### config.mk
export PLATFORM = sky130hd
export DESIGN_NAME = mark_mean_stddev_stderr_unit
export DESIGN_NICKNAME = d
export VERILOG_FILES = /design/src/rtl/core/mmss_pkg.sv /design/src/rtl/core/mark_mean_stddev_stderr_unit.sv
export SDC_FILE = /design/constraint.sdc
export NUM_CORES = 2
export LEC_CHECK = 0
export BUFFER_PORTS_ARGS = -buffer_cell sky130_fd_sc_hd__buf_2
export CAP_MARGIN = 15
export CORE_ASPECT_RATIO = 0.8
export CORE_MARGIN = 1.5
export CORE_UTILIZATION = 40
export CTS_CLUSTER_SIZE = 40
export DETAILED_ROUTE_END_ITERATION = 8
export SKIP_CTS_REPAIR_TIMING = 1
export SYNTH_ARGS = -nofsm -noshare
export SYNTH_HDL_FRONTEND = slang
export SYNTH_SLANG_ARGS = --single-unit
### constraint.sdc
create_clock -name clk -period 22.9 [get_ports clk]
set_clock_uncertainty 0.15 [all_clocks]
set_input_delay 2.29 -clock clk [delete_from_list [all_inputs] [get_ports clk]]
set_output_delay 2.29 -clock clk [all_outputs]
set_load 0.005 [all_outputs]
### src/rtl/core/mmss_pkg.sv
// ----------------------------------------------------------------------------
// mmss_pkg
// shared widths, limits and item types of the mark statistics unit
// ----------------------------------------------------------------------------
package mmss_pkg;

  localparam int MARK_W     = 14;
  localparam int CODE_W     = 17;
  localparam int YEAR_W     = 3;
  localparam int OUT_W      = 14;
  localparam int CNT_W      = 11;
  localparam int SUM_W      = 24;
  localparam int SQ_W       = 37;

  localparam int MAX_ITEMS  = 1024;
  localparam int MARK_MAX   = 10000;
  localparam int YEAR_FIRST = 1;
  localparam int YEAR_LAST  = 4;
  localparam int CODE_DIGITS = 6;

  localparam int MUL_W      = 24;
  localparam int WIDE_W     = 48;
  localparam int SPLIT      = 19;
  localparam int DEN_W      = 21;
  localparam int REM_W      = 23;
  localparam int ROOT_W     = 16;
  localparam int RAD_W      = 2 * ROOT_W;
  localparam int DIV_STEPS  = WIDE_W;
  localparam int SQRT_STEPS = ROOT_W;
  localparam int STEP_W     = $clog2(DIV_STEPS);

  typedef struct packed {
    logic [MARK_W-1:0] mark;
    logic [CODE_W-1:0] subject_code;
    logic              last;
  } in_item_t;

  typedef struct packed {
    logic [OUT_W-1:0] mean;
    logic [OUT_W-1:0] std_dev;
    logic [OUT_W-1:0] std_error;
    logic [CNT_W-1:0] kept_count;
    logic             overflow;
  } out_item_t;

endpackage

### src/rtl/core/mark_mean_stddev_stderr_unit.sv
// ----------------------------------------------------------------------------
// mark_mean_stddev_stderr_unit
// mean, sample standard deviation and standard error of a set of marks
// ----------------------------------------------------------------------------
// Input items (mark, course code, last) arrive on the in channel under
// valid/stall. While idle the unit takes one item per cycle; each kept item
// is added to the count, sum and sum of squares in the cycle after acceptance.
// An item is kept when year_select is 1 to 4 and the leading decimal digit of
// its course code matches, or always when year_select is any other value.
// Kept items beyond 1024 are dropped and flagged.
// The item marked last closes the set: in_stall rises and one shared
// multiplier plus one shared subtractor, under a small sequencer, work out
// the result. Mean: 48 divider steps. Deviation and error add the multiply
// and difference states MUL_LO, MUL_HI, MUL_SQ, DIFF and MUL_NN1, three more
// 48-step divisions and two 16-step roots. The result is offered with no step
// for an empty set, after the mean only for a single item, else after all.
// The result waits in an output register; while the receiver stalls it
// holds, and the unit stays stalled until it can load the next result.
// Synchronous reset clears the sums, the year register and both valids.
// Users write year_select by cfg_we/cfg_wdata only when idle; not enforced.
// ----------------------------------------------------------------------------
module mark_mean_stddev_stderr_unit (
  input  logic                          clk,
  input  logic                          rst,
  input  logic                          in_valid,
  output logic                          in_stall,
  input  mmss_pkg::in_item_t            in_data,
  output logic                          out_valid,
  input  logic                          out_stall,
  output mmss_pkg::out_item_t           out_data,
  input  logic                          cfg_we,
  input  logic [mmss_pkg::YEAR_W-1:0]   cfg_wdata
);

  typedef enum logic [3:0] {
    ST_IDLE,
    ST_FLUSH,
    ST_START,
    ST_MUL_LO,
    ST_MUL_HI,
    ST_MUL_SQ,
    ST_DIFF,
    ST_MUL_NN1,
    ST_DIV,
    ST_SQRT,
    ST_OUT
  } state_t;

  typedef enum logic [2:0] {
    JOB_MEAN,
    JOB_SD_VAR,
    JOB_SD_ROOT,
    JOB_SE_Q,
    JOB_SE_VAR,
    JOB_SE_ROOT
  } job_t;

  state_t                          state;
  job_t                            job;
  logic [mmss_pkg::YEAR_W-1:0]     year_select;

  logic                            p_valid;
  logic                            p_pass;
  logic [mmss_pkg::MARK_W-1:0]     p_mark;

  logic [mmss_pkg::CNT_W-1:0]      item_count;
  logic [mmss_pkg::SUM_W-1:0]      mark_sum;
  logic [mmss_pkg::SQ_W-1:0]       square_sum;
  logic                            dropped_flag;

  logic [mmss_pkg::WIDE_W-1:0]     wide_a;
  logic [mmss_pkg::WIDE_W-1:0]     wide_b;
  logic [mmss_pkg::DEN_W-1:0]      nn1;
  logic [mmss_pkg::WIDE_W-1:0]     num;
  logic [mmss_pkg::DEN_W-1:0]      den;
  logic [mmss_pkg::REM_W-1:0]      rem;
  logic [mmss_pkg::WIDE_W-1:0]     quo;
  logic [mmss_pkg::STEP_W-1:0]     step;

  logic [mmss_pkg::OUT_W-1:0]      mean_r;
  logic [mmss_pkg::OUT_W-1:0]      sd_r;
  logic [mmss_pkg::OUT_W-1:0]      se_r;

  logic                            in_accept;
  logic                            out_load;
  logic [mmss_pkg::MARK_W-1:0]     mark_sat;
  logic                            pass;

  logic [mmss_pkg::MUL_W-1:0]      mul_a;
  logic [mmss_pkg::MUL_W-1:0]      mul_b;
  logic [mmss_pkg::WIDE_W-1:0]     mul_p;

  logic [mmss_pkg::REM_W-1:0]      div_sh;
  logic [mmss_pkg::REM_W-1:0]      sqrt_sh;
  logic [mmss_pkg::WIDE_W-1:0]     sub_a;
  logic [mmss_pkg::WIDE_W-1:0]     sub_b;
  logic [mmss_pkg::WIDE_W:0]       sub_full;
  logic                            borrow;
  logic [mmss_pkg::REM_W-1:0]      rem_next;
  logic [mmss_pkg::WIDE_W-1:0]     quo_next;
  logic [mmss_pkg::ROOT_W:0]       root_inc;
  logic [mmss_pkg::OUT_W-1:0]      root_round;
  logic [mmss_pkg::WIDE_W-1:0]     four_d;
  logic                            div_last;
  logic                            sqrt_last;

  function automatic logic year_match(input logic [mmss_pkg::CODE_W-1:0] code,
                                      input logic [mmss_pkg::YEAR_W-1:0] yr);
    logic hit;
    int   p;
    hit = 1'b0;
    for (int y = mmss_pkg::YEAR_FIRST; y <= mmss_pkg::YEAR_LAST; y++) begin
      p = 1;
      for (int k = 0; k < mmss_pkg::CODE_DIGITS; k++) begin
        if (yr == mmss_pkg::YEAR_W'(y) && 32'(code) >= y * p &&
            32'(code) < (y + 1) * p) begin
          hit = 1'b1;
        end
        p = p * 10;
      end
    end
    return hit;
  endfunction

  assign in_stall  = (state != ST_IDLE);
  assign in_accept = in_valid && !in_stall;
  assign out_load  = (state == ST_OUT) && (!out_valid || !out_stall);

  assign mark_sat = (in_data.mark > mmss_pkg::MARK_W'(mmss_pkg::MARK_MAX)) ?
                    mmss_pkg::MARK_W'(mmss_pkg::MARK_MAX) : in_data.mark;

  assign pass = (year_select >= mmss_pkg::YEAR_W'(mmss_pkg::YEAR_FIRST) &&
                 year_select <= mmss_pkg::YEAR_W'(mmss_pkg::YEAR_LAST)) ?
                year_match(in_data.subject_code, year_select) : 1'b1;

  // shared multiplier
  always_comb begin
    case (state)
      ST_MUL_LO: begin
        mul_a = mmss_pkg::MUL_W'(item_count);
        mul_b = mmss_pkg::MUL_W'(square_sum[mmss_pkg::SPLIT-1:0]);
      end
      ST_MUL_HI: begin
        mul_a = mmss_pkg::MUL_W'(item_count);
        mul_b = mmss_pkg::MUL_W'(square_sum[mmss_pkg::SQ_W-1:mmss_pkg::SPLIT]);
      end
      ST_MUL_SQ: begin
        mul_a = mark_sum;
        mul_b = mark_sum;
      end
      ST_MUL_NN1: begin
        mul_a = mmss_pkg::MUL_W'(item_count);
        mul_b = mmss_pkg::MUL_W'(item_count - mmss_pkg::CNT_W'(1));
      end
      default: begin
        mul_a = mmss_pkg::MUL_W'(p_mark);
        mul_b = mmss_pkg::MUL_W'(p_mark);
      end
    endcase
  end

  assign mul_p = mul_a * mul_b;

  // shared subtractor for the difference, divider and root steps
  assign div_sh  = {rem[mmss_pkg::REM_W-2:0], num[mmss_pkg::WIDE_W-1]};
  assign sqrt_sh = {rem[mmss_pkg::REM_W-3:0], num[mmss_pkg::WIDE_W-1 -: 2]};

  always_comb begin
    case (state)
      ST_DIFF: begin
        sub_a = wide_a;
        sub_b = wide_b;
      end
      ST_SQRT: begin
        sub_a = mmss_pkg::WIDE_W'(sqrt_sh);
        sub_b = mmss_pkg::WIDE_W'({quo[mmss_pkg::ROOT_W-1:0], 2'b01});
      end
      default: begin
        sub_a = mmss_pkg::WIDE_W'(div_sh);
        sub_b = mmss_pkg::WIDE_W'(den);
      end
    endcase
  end

  assign sub_full   = {1'b0, sub_a} - {1'b0, sub_b};
  assign borrow     = sub_full[mmss_pkg::WIDE_W];
  assign rem_next   = borrow ? sub_a[mmss_pkg::REM_W-1:0] : sub_full[mmss_pkg::REM_W-1:0];
  assign quo_next   = {quo[mmss_pkg::WIDE_W-2:0], ~borrow};
  assign root_inc   = {1'b0, quo_next[mmss_pkg::ROOT_W-1:0]} + (mmss_pkg::ROOT_W+1)'(1);
  assign root_round = root_inc[mmss_pkg::OUT_W:1];
  assign four_d     = {wide_a[mmss_pkg::WIDE_W-3:0], 2'b00};
  assign div_last   = (step == mmss_pkg::STEP_W'(mmss_pkg::DIV_STEPS - 1));
  assign sqrt_last  = (step == mmss_pkg::STEP_W'(mmss_pkg::SQRT_STEPS - 1));

  always_ff @(posedge clk) begin
    if (rst) begin
      state        <= ST_IDLE;
      job          <= JOB_MEAN;
      year_select  <= '0;
      p_valid      <= 1'b0;
      item_count   <= '0;
      mark_sum     <= '0;
      square_sum   <= '0;
      dropped_flag <= 1'b0;
      out_valid    <= 1'b0;
      step         <= '0;
    end else begin
      if (cfg_we) begin
        year_select <= cfg_wdata;
      end

      if (out_load) begin
        out_valid <= 1'b1;
      end else if (out_valid && !out_stall) begin
        out_valid <= 1'b0;
      end

      // capture stage
      p_valid <= in_accept;
      if (in_accept) begin
        p_mark <= mark_sat;
        p_pass <= pass;
      end

      // accumulate the captured item
      if (p_valid && p_pass) begin
        if (item_count < mmss_pkg::CNT_W'(mmss_pkg::MAX_ITEMS)) begin
          item_count <= item_count + mmss_pkg::CNT_W'(1);
          mark_sum   <= mark_sum + mmss_pkg::SUM_W'(p_mark);
          square_sum <= square_sum + mmss_pkg::SQ_W'(mul_p);
        end else begin
          dropped_flag <= 1'b1;
        end
      end

      case (state)
        ST_IDLE: begin
          if (in_accept && in_data.last) begin
            state <= ST_FLUSH;
          end
        end

        ST_FLUSH: begin
          state <= ST_START;
        end

        ST_START: begin
          mean_r <= '0;
          sd_r   <= '0;
          se_r   <= '0;
          if (item_count == '0) begin
            state <= ST_OUT;
          end else begin
            num   <= mmss_pkg::WIDE_W'({mark_sum, 1'b0}) + mmss_pkg::WIDE_W'(item_count);
            den   <= mmss_pkg::DEN_W'({item_count, 1'b0});
            rem   <= '0;
            quo   <= '0;
            step  <= '0;
            job   <= JOB_MEAN;
            state <= ST_DIV;
          end
        end

        ST_MUL_LO: begin
          wide_a <= mul_p;
          state  <= ST_MUL_HI;
        end

        ST_MUL_HI: begin
          wide_a <= wide_a + (mul_p << mmss_pkg::SPLIT);
          state  <= ST_MUL_SQ;
        end

        ST_MUL_SQ: begin
          wide_b <= mul_p;
          state  <= ST_DIFF;
        end

        ST_DIFF: begin
          wide_a <= borrow ? '0 : sub_full[mmss_pkg::WIDE_W-1:0];
          state  <= ST_MUL_NN1;
        end

        ST_MUL_NN1: begin
          nn1   <= mul_p[mmss_pkg::DEN_W-1:0];
          den   <= mul_p[mmss_pkg::DEN_W-1:0];
          num   <= four_d;
          rem   <= '0;
          quo   <= '0;
          step  <= '0;
          job   <= JOB_SD_VAR;
          state <= ST_DIV;
        end

        ST_DIV: begin
          if (div_last) begin
            rem  <= '0;
            quo  <= '0;
            step <= '0;
            case (job)
              JOB_MEAN: begin
                mean_r <= quo_next[mmss_pkg::OUT_W-1:0];
                state  <= (item_count < mmss_pkg::CNT_W'(2)) ? ST_OUT : ST_MUL_LO;
              end
              JOB_SD_VAR: begin
                num   <= {quo_next[mmss_pkg::RAD_W-1:0],
                          (mmss_pkg::WIDE_W - mmss_pkg::RAD_W)'(0)};
                job   <= JOB_SD_ROOT;
                state <= ST_SQRT;
              end
              JOB_SE_Q: begin
                num <= quo_next;
                den <= nn1;
                job <= JOB_SE_VAR;
              end
              JOB_SE_VAR: begin
                num   <= {quo_next[mmss_pkg::RAD_W-1:0],
                          (mmss_pkg::WIDE_W - mmss_pkg::RAD_W)'(0)};
                job   <= JOB_SE_ROOT;
                state <= ST_SQRT;
              end
              default: begin
                state <= ST_OUT;
              end
            endcase
          end else begin
            rem  <= rem_next;
            quo  <= quo_next;
            num  <= {num[mmss_pkg::WIDE_W-2:0], 1'b0};
            step <= step + mmss_pkg::STEP_W'(1);
          end
        end

        ST_SQRT: begin
          if (sqrt_last) begin
            rem  <= '0;
            quo  <= '0;
            step <= '0;
            if (job == JOB_SD_ROOT) begin
              sd_r <= root_round;
              num  <= four_d;
              den  <= mmss_pkg::DEN_W'(item_count);
              job  <= JOB_SE_Q;
              state <= ST_DIV;
            end else begin
              se_r  <= root_round;
              state <= ST_OUT;
            end
          end else begin
            rem  <= rem_next;
            quo  <= quo_next;
            num  <= {num[mmss_pkg::WIDE_W-3:0], 2'b00};
            step <= step + mmss_pkg::STEP_W'(1);
          end
        end

        ST_OUT: begin
          if (out_load) begin
            out_data.mean       <= mean_r;
            out_data.std_dev    <= sd_r;
            out_data.std_error  <= se_r;
            out_data.kept_count <= item_count;
            out_data.overflow   <= dropped_flag;
            item_count          <= '0;
            mark_sum            <= '0;
            square_sum          <= '0;
            dropped_flag        <= 1'b0;
            state               <= ST_IDLE;
          end
        end

        default: begin
          state <= ST_IDLE;
        end
      endcase
    end
  end

endmodule
# Word level (Yosys, flattened, before mapping)
# Cells that the tools add are included.
# W data, S select, Z words.
# word_totals
register_bits	457
latchBits	0
ram_bits	0
mem_bits_ro	0
input_bits	40
out_inout_bits	56
word_cells	270
n_memories	0
# op_classes
n_addsub	9
n_mul	1
div_mod_pow	0
magnitude_cmp	46
n_eq_ne	33
shift	0
n_mux	74
n_bitwise	3
n_reduce_logical	77
# ops
op	n
$pmux W48 S2	3
$mux W48	5
$pmux W48 S4	1
$pmux W47 S4	1
$mux W37	4
$pmux W48 S3	1
$mux W47	3
$mux W21	5
$mux W24	4
$pmux W24 S4	1
$mux W22	4
$pmux W22 S4	1
$mux W14	6
$pmux W14 S2	3
$pmux W21 S4	1
$lt A17 B9 Y1 const B	3
$sub A48 B48 Y49	1
$add A48 B48 Y48	1
$mul A24 B24 Y48	1
$pmux W24 S2	1
$logic_and A1 B1 Y1	47
$mux W11	4
$pmux W4 S11	1
$add A37 B37 Y37	1
78 further kinds	140

# Depth between registers and ports, before layout
# logic_depth
ltp_word	9
mapped_depth	45
depth_no_buf	43

# Least setup slack after synthesis
# OpenSTA, ideal clock, no wires.
# synth_path
path_kind	register to register
from	register state[1]
to	register square_sum[36] (netlist bit)
setup_ps	70
arrival_ps	9951
required_time_ps	22680
setup_slack_ps	12728
path_stages_with_launch	43
n_path_buf	4
synth_period_minus_slack_ps	10172
path_cell_list	dfxtp_1 clkbuf_1 clkinv_1 and3_1 clkbuf_1 and2_1 clkbuf_1 a21oi_1 and3_1 clkbuf_1 nor2_1 fa_1 inv_1 fa_1 inv_1 fa_1 inv_1 fa_1 [... 7 more ...] a211o_1 a21oi_1 a21oi_1 nand3_1 o211ai_2 a211o_1 a21o_1 a21oi_1 xnor2_1 ha_1 inv_1 o21bai_1 a21o_1 a2111oi_0 nor3_1 xnor2_1 or3_1 a21oi_1
# synth_between
elab_chain_len	9
elab_cells_between_ends	15
cone_classes	add/sub: 1; mul: 1; eq/ne: 5; mux: 6; reduce/logical: 2
# synth_rtl
element	line	text
from (decl)	mark_mean_stddev_stderr_unit.sv:58	state_t state;
from (signal assigned)	mark_mean_stddev_stderr_unit.sv:303	state <= (item_count < mmss_pkg::CNT_W'(2)) ? ST_OUT : ST_MUL_LO;
$eq A4 B3 Y1 or $eq A4 B2 Y1 (tied branches)	mark_mean_stddev_stderr_unit.sv:138	case (state)
$reduce_or A3 Y1 (no line)	-	
$pmux W24 S2	mark_mean_stddev_stderr_unit.sv:138	
$mul A24 B24 Y48 *	mark_mean_stddev_stderr_unit.sv:162	assign mul_p = mul_a * mul_b;
named net mul_p, one bit	mark_mean_stddev_stderr_unit.sv:91	logic [mmss_pkg::WIDE_W-1:0] mul_p;
$add A37 B37 Y37 *	mark_mean_stddev_stderr_unit.sv:230	square_sum <= square_sum + mmss_pkg::SQ_W'(mul_p);
$mux W37 *	mark_mean_stddev_stderr_unit.sv:227	if (item_count < mmss_pkg::CNT_W'(mmss_pkg::MAX_ITEMS)) begin
$mux W37 *	mark_mean_stddev_stderr_unit.sv:226	if (p_valid && p_pass) begin
$mux W37	mark_mean_stddev_stderr_unit.sv:358	if (out_load) begin
$mux W37 *	mark_mean_stddev_stderr_unit.sv:236	case (state)
to (signal assigned)	mark_mean_stddev_stderr_unit.sv:230	
to (decl)	mark_mean_stddev_stderr_unit.sv:68	logic [mmss_pkg::SQ_W-1:0] square_sum;
# Mark *: on every way through the listed nets, which the timed path passes. The rest lies on a longest branch.
# A chain may end at the register's enable or synchronous reset.

# Final worst setup path
# Same ends and word-level chain as after synthesis.

==> impl_results.md <==
* Nets at 5916
* H-Tree Level Count at 2
* Worst path most repeated cell: fa_1
* Hold Crit Depth at 0
* Share of flip-flops with an asynchronous set or reset at 0
* Clock slew at reported path FFs at 0.07 ns
* RSZ-0062 raised after global routing: no
* CTS sink cnt at 457
* TritonCTS clock tree: built
* Mux contribution to synthesized area at 0.0137
* # DRC at 0
* HP Class: reg2reg
* Top post-synthesis cells by area: edfxtp_1 24%, fa_1 21%, ha_1 8.6%, inv_1 5.4%, nand2_1 5.0%
* Ys flop type: edfxtp_1
* Area leader, netlist: edfxtp_1
* Number of synthesis warnings at 0
* CP startpoint: state[1]
* Yosys top cell area share at 0.238
* DR pass1 iterations at 6
* Die area at 0.117 sq mm
* Max capacitance violation total at 0
* Top-level I/O count at 96
* Post-synthesis adder-cell area fraction at 0.297
* Distinct cells, synth at 82
* Multi-input logic area at 0.0301 sq mm
* Startpoint Class: flop
* Worst hold endpoint: out_data[29]
* Worst r2r src: state[1]
* Deepest clock path buffer count at 3
* Vias in the first global route at 36400
* CP Depth at 39
* Compound-Gate Fraction of Synth Area at 0.147
* Most common cell in the netlist: inv_1
* Main combinational cell family by area after synthesis: adder cells
* Crit Reg-Reg Endpoint: square_sum[36]
* Global placer's final weighted congestion at 0.989
* Post-synth top cells: 664 x inv_1, 620 x nand2_1, 489 x nor2_1
* Critical path endpoint category: flop
* Status: finished, final reports clean
* Area delta synth->final at 9.33%
* Setup tns final at 0 ns
* First-pass GRT wire length at 235 mm
* Placeable Area at 0.114 sq mm
* Synth Cell Area at 0.0461 sq mm
* Fill cell count at 11200
* Number of synthesized flops with an enable pin at 366
* Largest net degree at the start of global routing at 70
* Fraction of the yosys area taken by sequential cells at 0.278
* Root Buffer: clkbuf_16
* Slowest-stage cell, CP: nor2b_1
* Clk_lat worst skew at 0.69 ns
* Placed cell areas at 0.0486 sq mm
* Routed via count at 38100
* PortBufs at 95
* Worst EP required at 23.33 ns
* Chip height at 307 microns
* HP Start: sd_r[3]
* CP bufs+invs at 8
* Crit-path max FO at 47
* Final setup violation count at 0
* DPL Wire Length at 121 mm
* Chip width at 383 microns
* Share of layout cells above drive strength 1 at 0.0702
* Critical Path AT at 13.01 ns
* Syn Area/Cell at 9.11 sq um
* Synth Area in XOR/XNOR at 0.0380
* Pins Over Slew Limit at 0
* Synthesized Nets at 5905
* Crit-path leading delay family: adder cells
* Tot GR Track Use at 0.265
* WHS at 0.268 ns
* Slew headroom at 0.0737
* Final Cycle Share at 0.549
* Finished Cell Area at 0.0504 sq mm
* Reg2Reg Setup Slack at 10.32 ns
* Post-synthesis simple-gate area fraction at 0.152
* Vias per inst at 5.73
* WS Path Type: reg2reg
* Post-Syn Instances at 5061
* Max incr delay on CP at 1.01 ns
* Synthesis-stage register bit count at 457
* Remaining antenna violation count after routing at 0
* Grt total ovfl at 0
* Row count at 111
* Initial core utilization at 0.403
* Post-Route WL at 156 mm
* Initial antenna violation count at 4
* Iter 0 DRT Violations at 4400
* Ant diodes at 0
* Final hold vios at 0
* TritonCTS Buffers at 54
* Worst Tran Pin Value at 1.39 ns
* Final Critical Period at 12.58 ns
* DR WL/cell at 23.5 microns
* Depth of the most critical reg-to-reg path at 39
* Max Freq at 79.5 MHz
* FF/Latch Area at 0.0128 sq mm
registers in the layout, summed over array words and instances, names as in the netlist, 4 cells and up:
register    cells
out_data       54
num            48
wide_a         48
wide_b         48
quo            47
square_sum     37
mark_sum       24
rem            22
den            21
nn1            21
mean_r         14
p_mark         14
sd_r           14
se_r           14
item_count     11
step            6
state           4
placed cells by master (no fill, tap or decap), drive strengths merged, types with 14 or more instances in the layout:
master,count
o211ai,25
mux2i,63
a21o,79
or3,20
edfxtp,366
a31oi,33
nor4,14
xor2,87
nand2,620
a222oi,24
xnor2,113
a22o,44
ha,317
o21a,42
nor2b,33
o21bai,30
clkbuf,62
nor2,490
clkinv,27
dfxtp,91
and3,44
o21ai,217
a221o,14
and2,97
nand2b,42
a211oi,22
or2,15
inv,670
nor3,59
o31ai,15
o221ai,15
a21oi,301
nand4,34
buf,203
nand3,87
a22oi,81
fa,487
cells by family (layout without fill, tap and decap cells):
group / after synthesis / count (layout)
and+or+nand+nor: 1582 / 1582
AOI/OAI and AO/OA: 1038 / 1038
buffers and inverters: 917 / 971
adders and majority gates: 804 / 804
DFF: 457 / 457
xor gates and xnor gates: 200 / 200
muxes: 63 / 63
routing by layer:
metal,vias up,part of all wire,global-route usage,wire length [microns]
li1,17100,-,-,-
met4,2,0.032,0.0759,5060
met2,1793,0.42,0.381,65300
met1,18900,0.45,0.401,70100
met3,275,0.099,0.0506,15400
met5,-,0.000058,0,9
cell type report:
type | count | share of cell area
inverters | 669 | 0.0498
clock inverters | 37 | 0.00804
flip-flops and latches | 457 | 0.254
multi-input cells | 3687 | 0.596
clock buffers | 62 | 0.0285
well taps | 1525 | 0.0378
repair buffers | 203 | 0.0256
per-stage QoR:
stage | utilization | instances | setup slack, ns
floorplan | - | 5061 | 12.73
global placement | 0.425 | 6540 | 10.57
detailed placement | 0.425 | 6540 | 10.52
CTS | 0.441 | 6639 | 10.47
global route | 0.441 | 6640 | 9.65
finish | 0.441 | 6640 | 10.32
how the worst max path moves through the flow:
stage                                end  slack [ns]
after global placement    square_sum[36]       10.57
final                     square_sum[36]       10.32
after global routing      square_sum[36]        9.65
after floorplan           square_sum[36]       12.73
after CTS                 square_sum[36]       10.47
after detailed placement  square_sum[36]       10.52
Power is left out: the tool's default activity adds up to more than one toggle a clock period on the data nets, which glitch-free logic cannot reach.
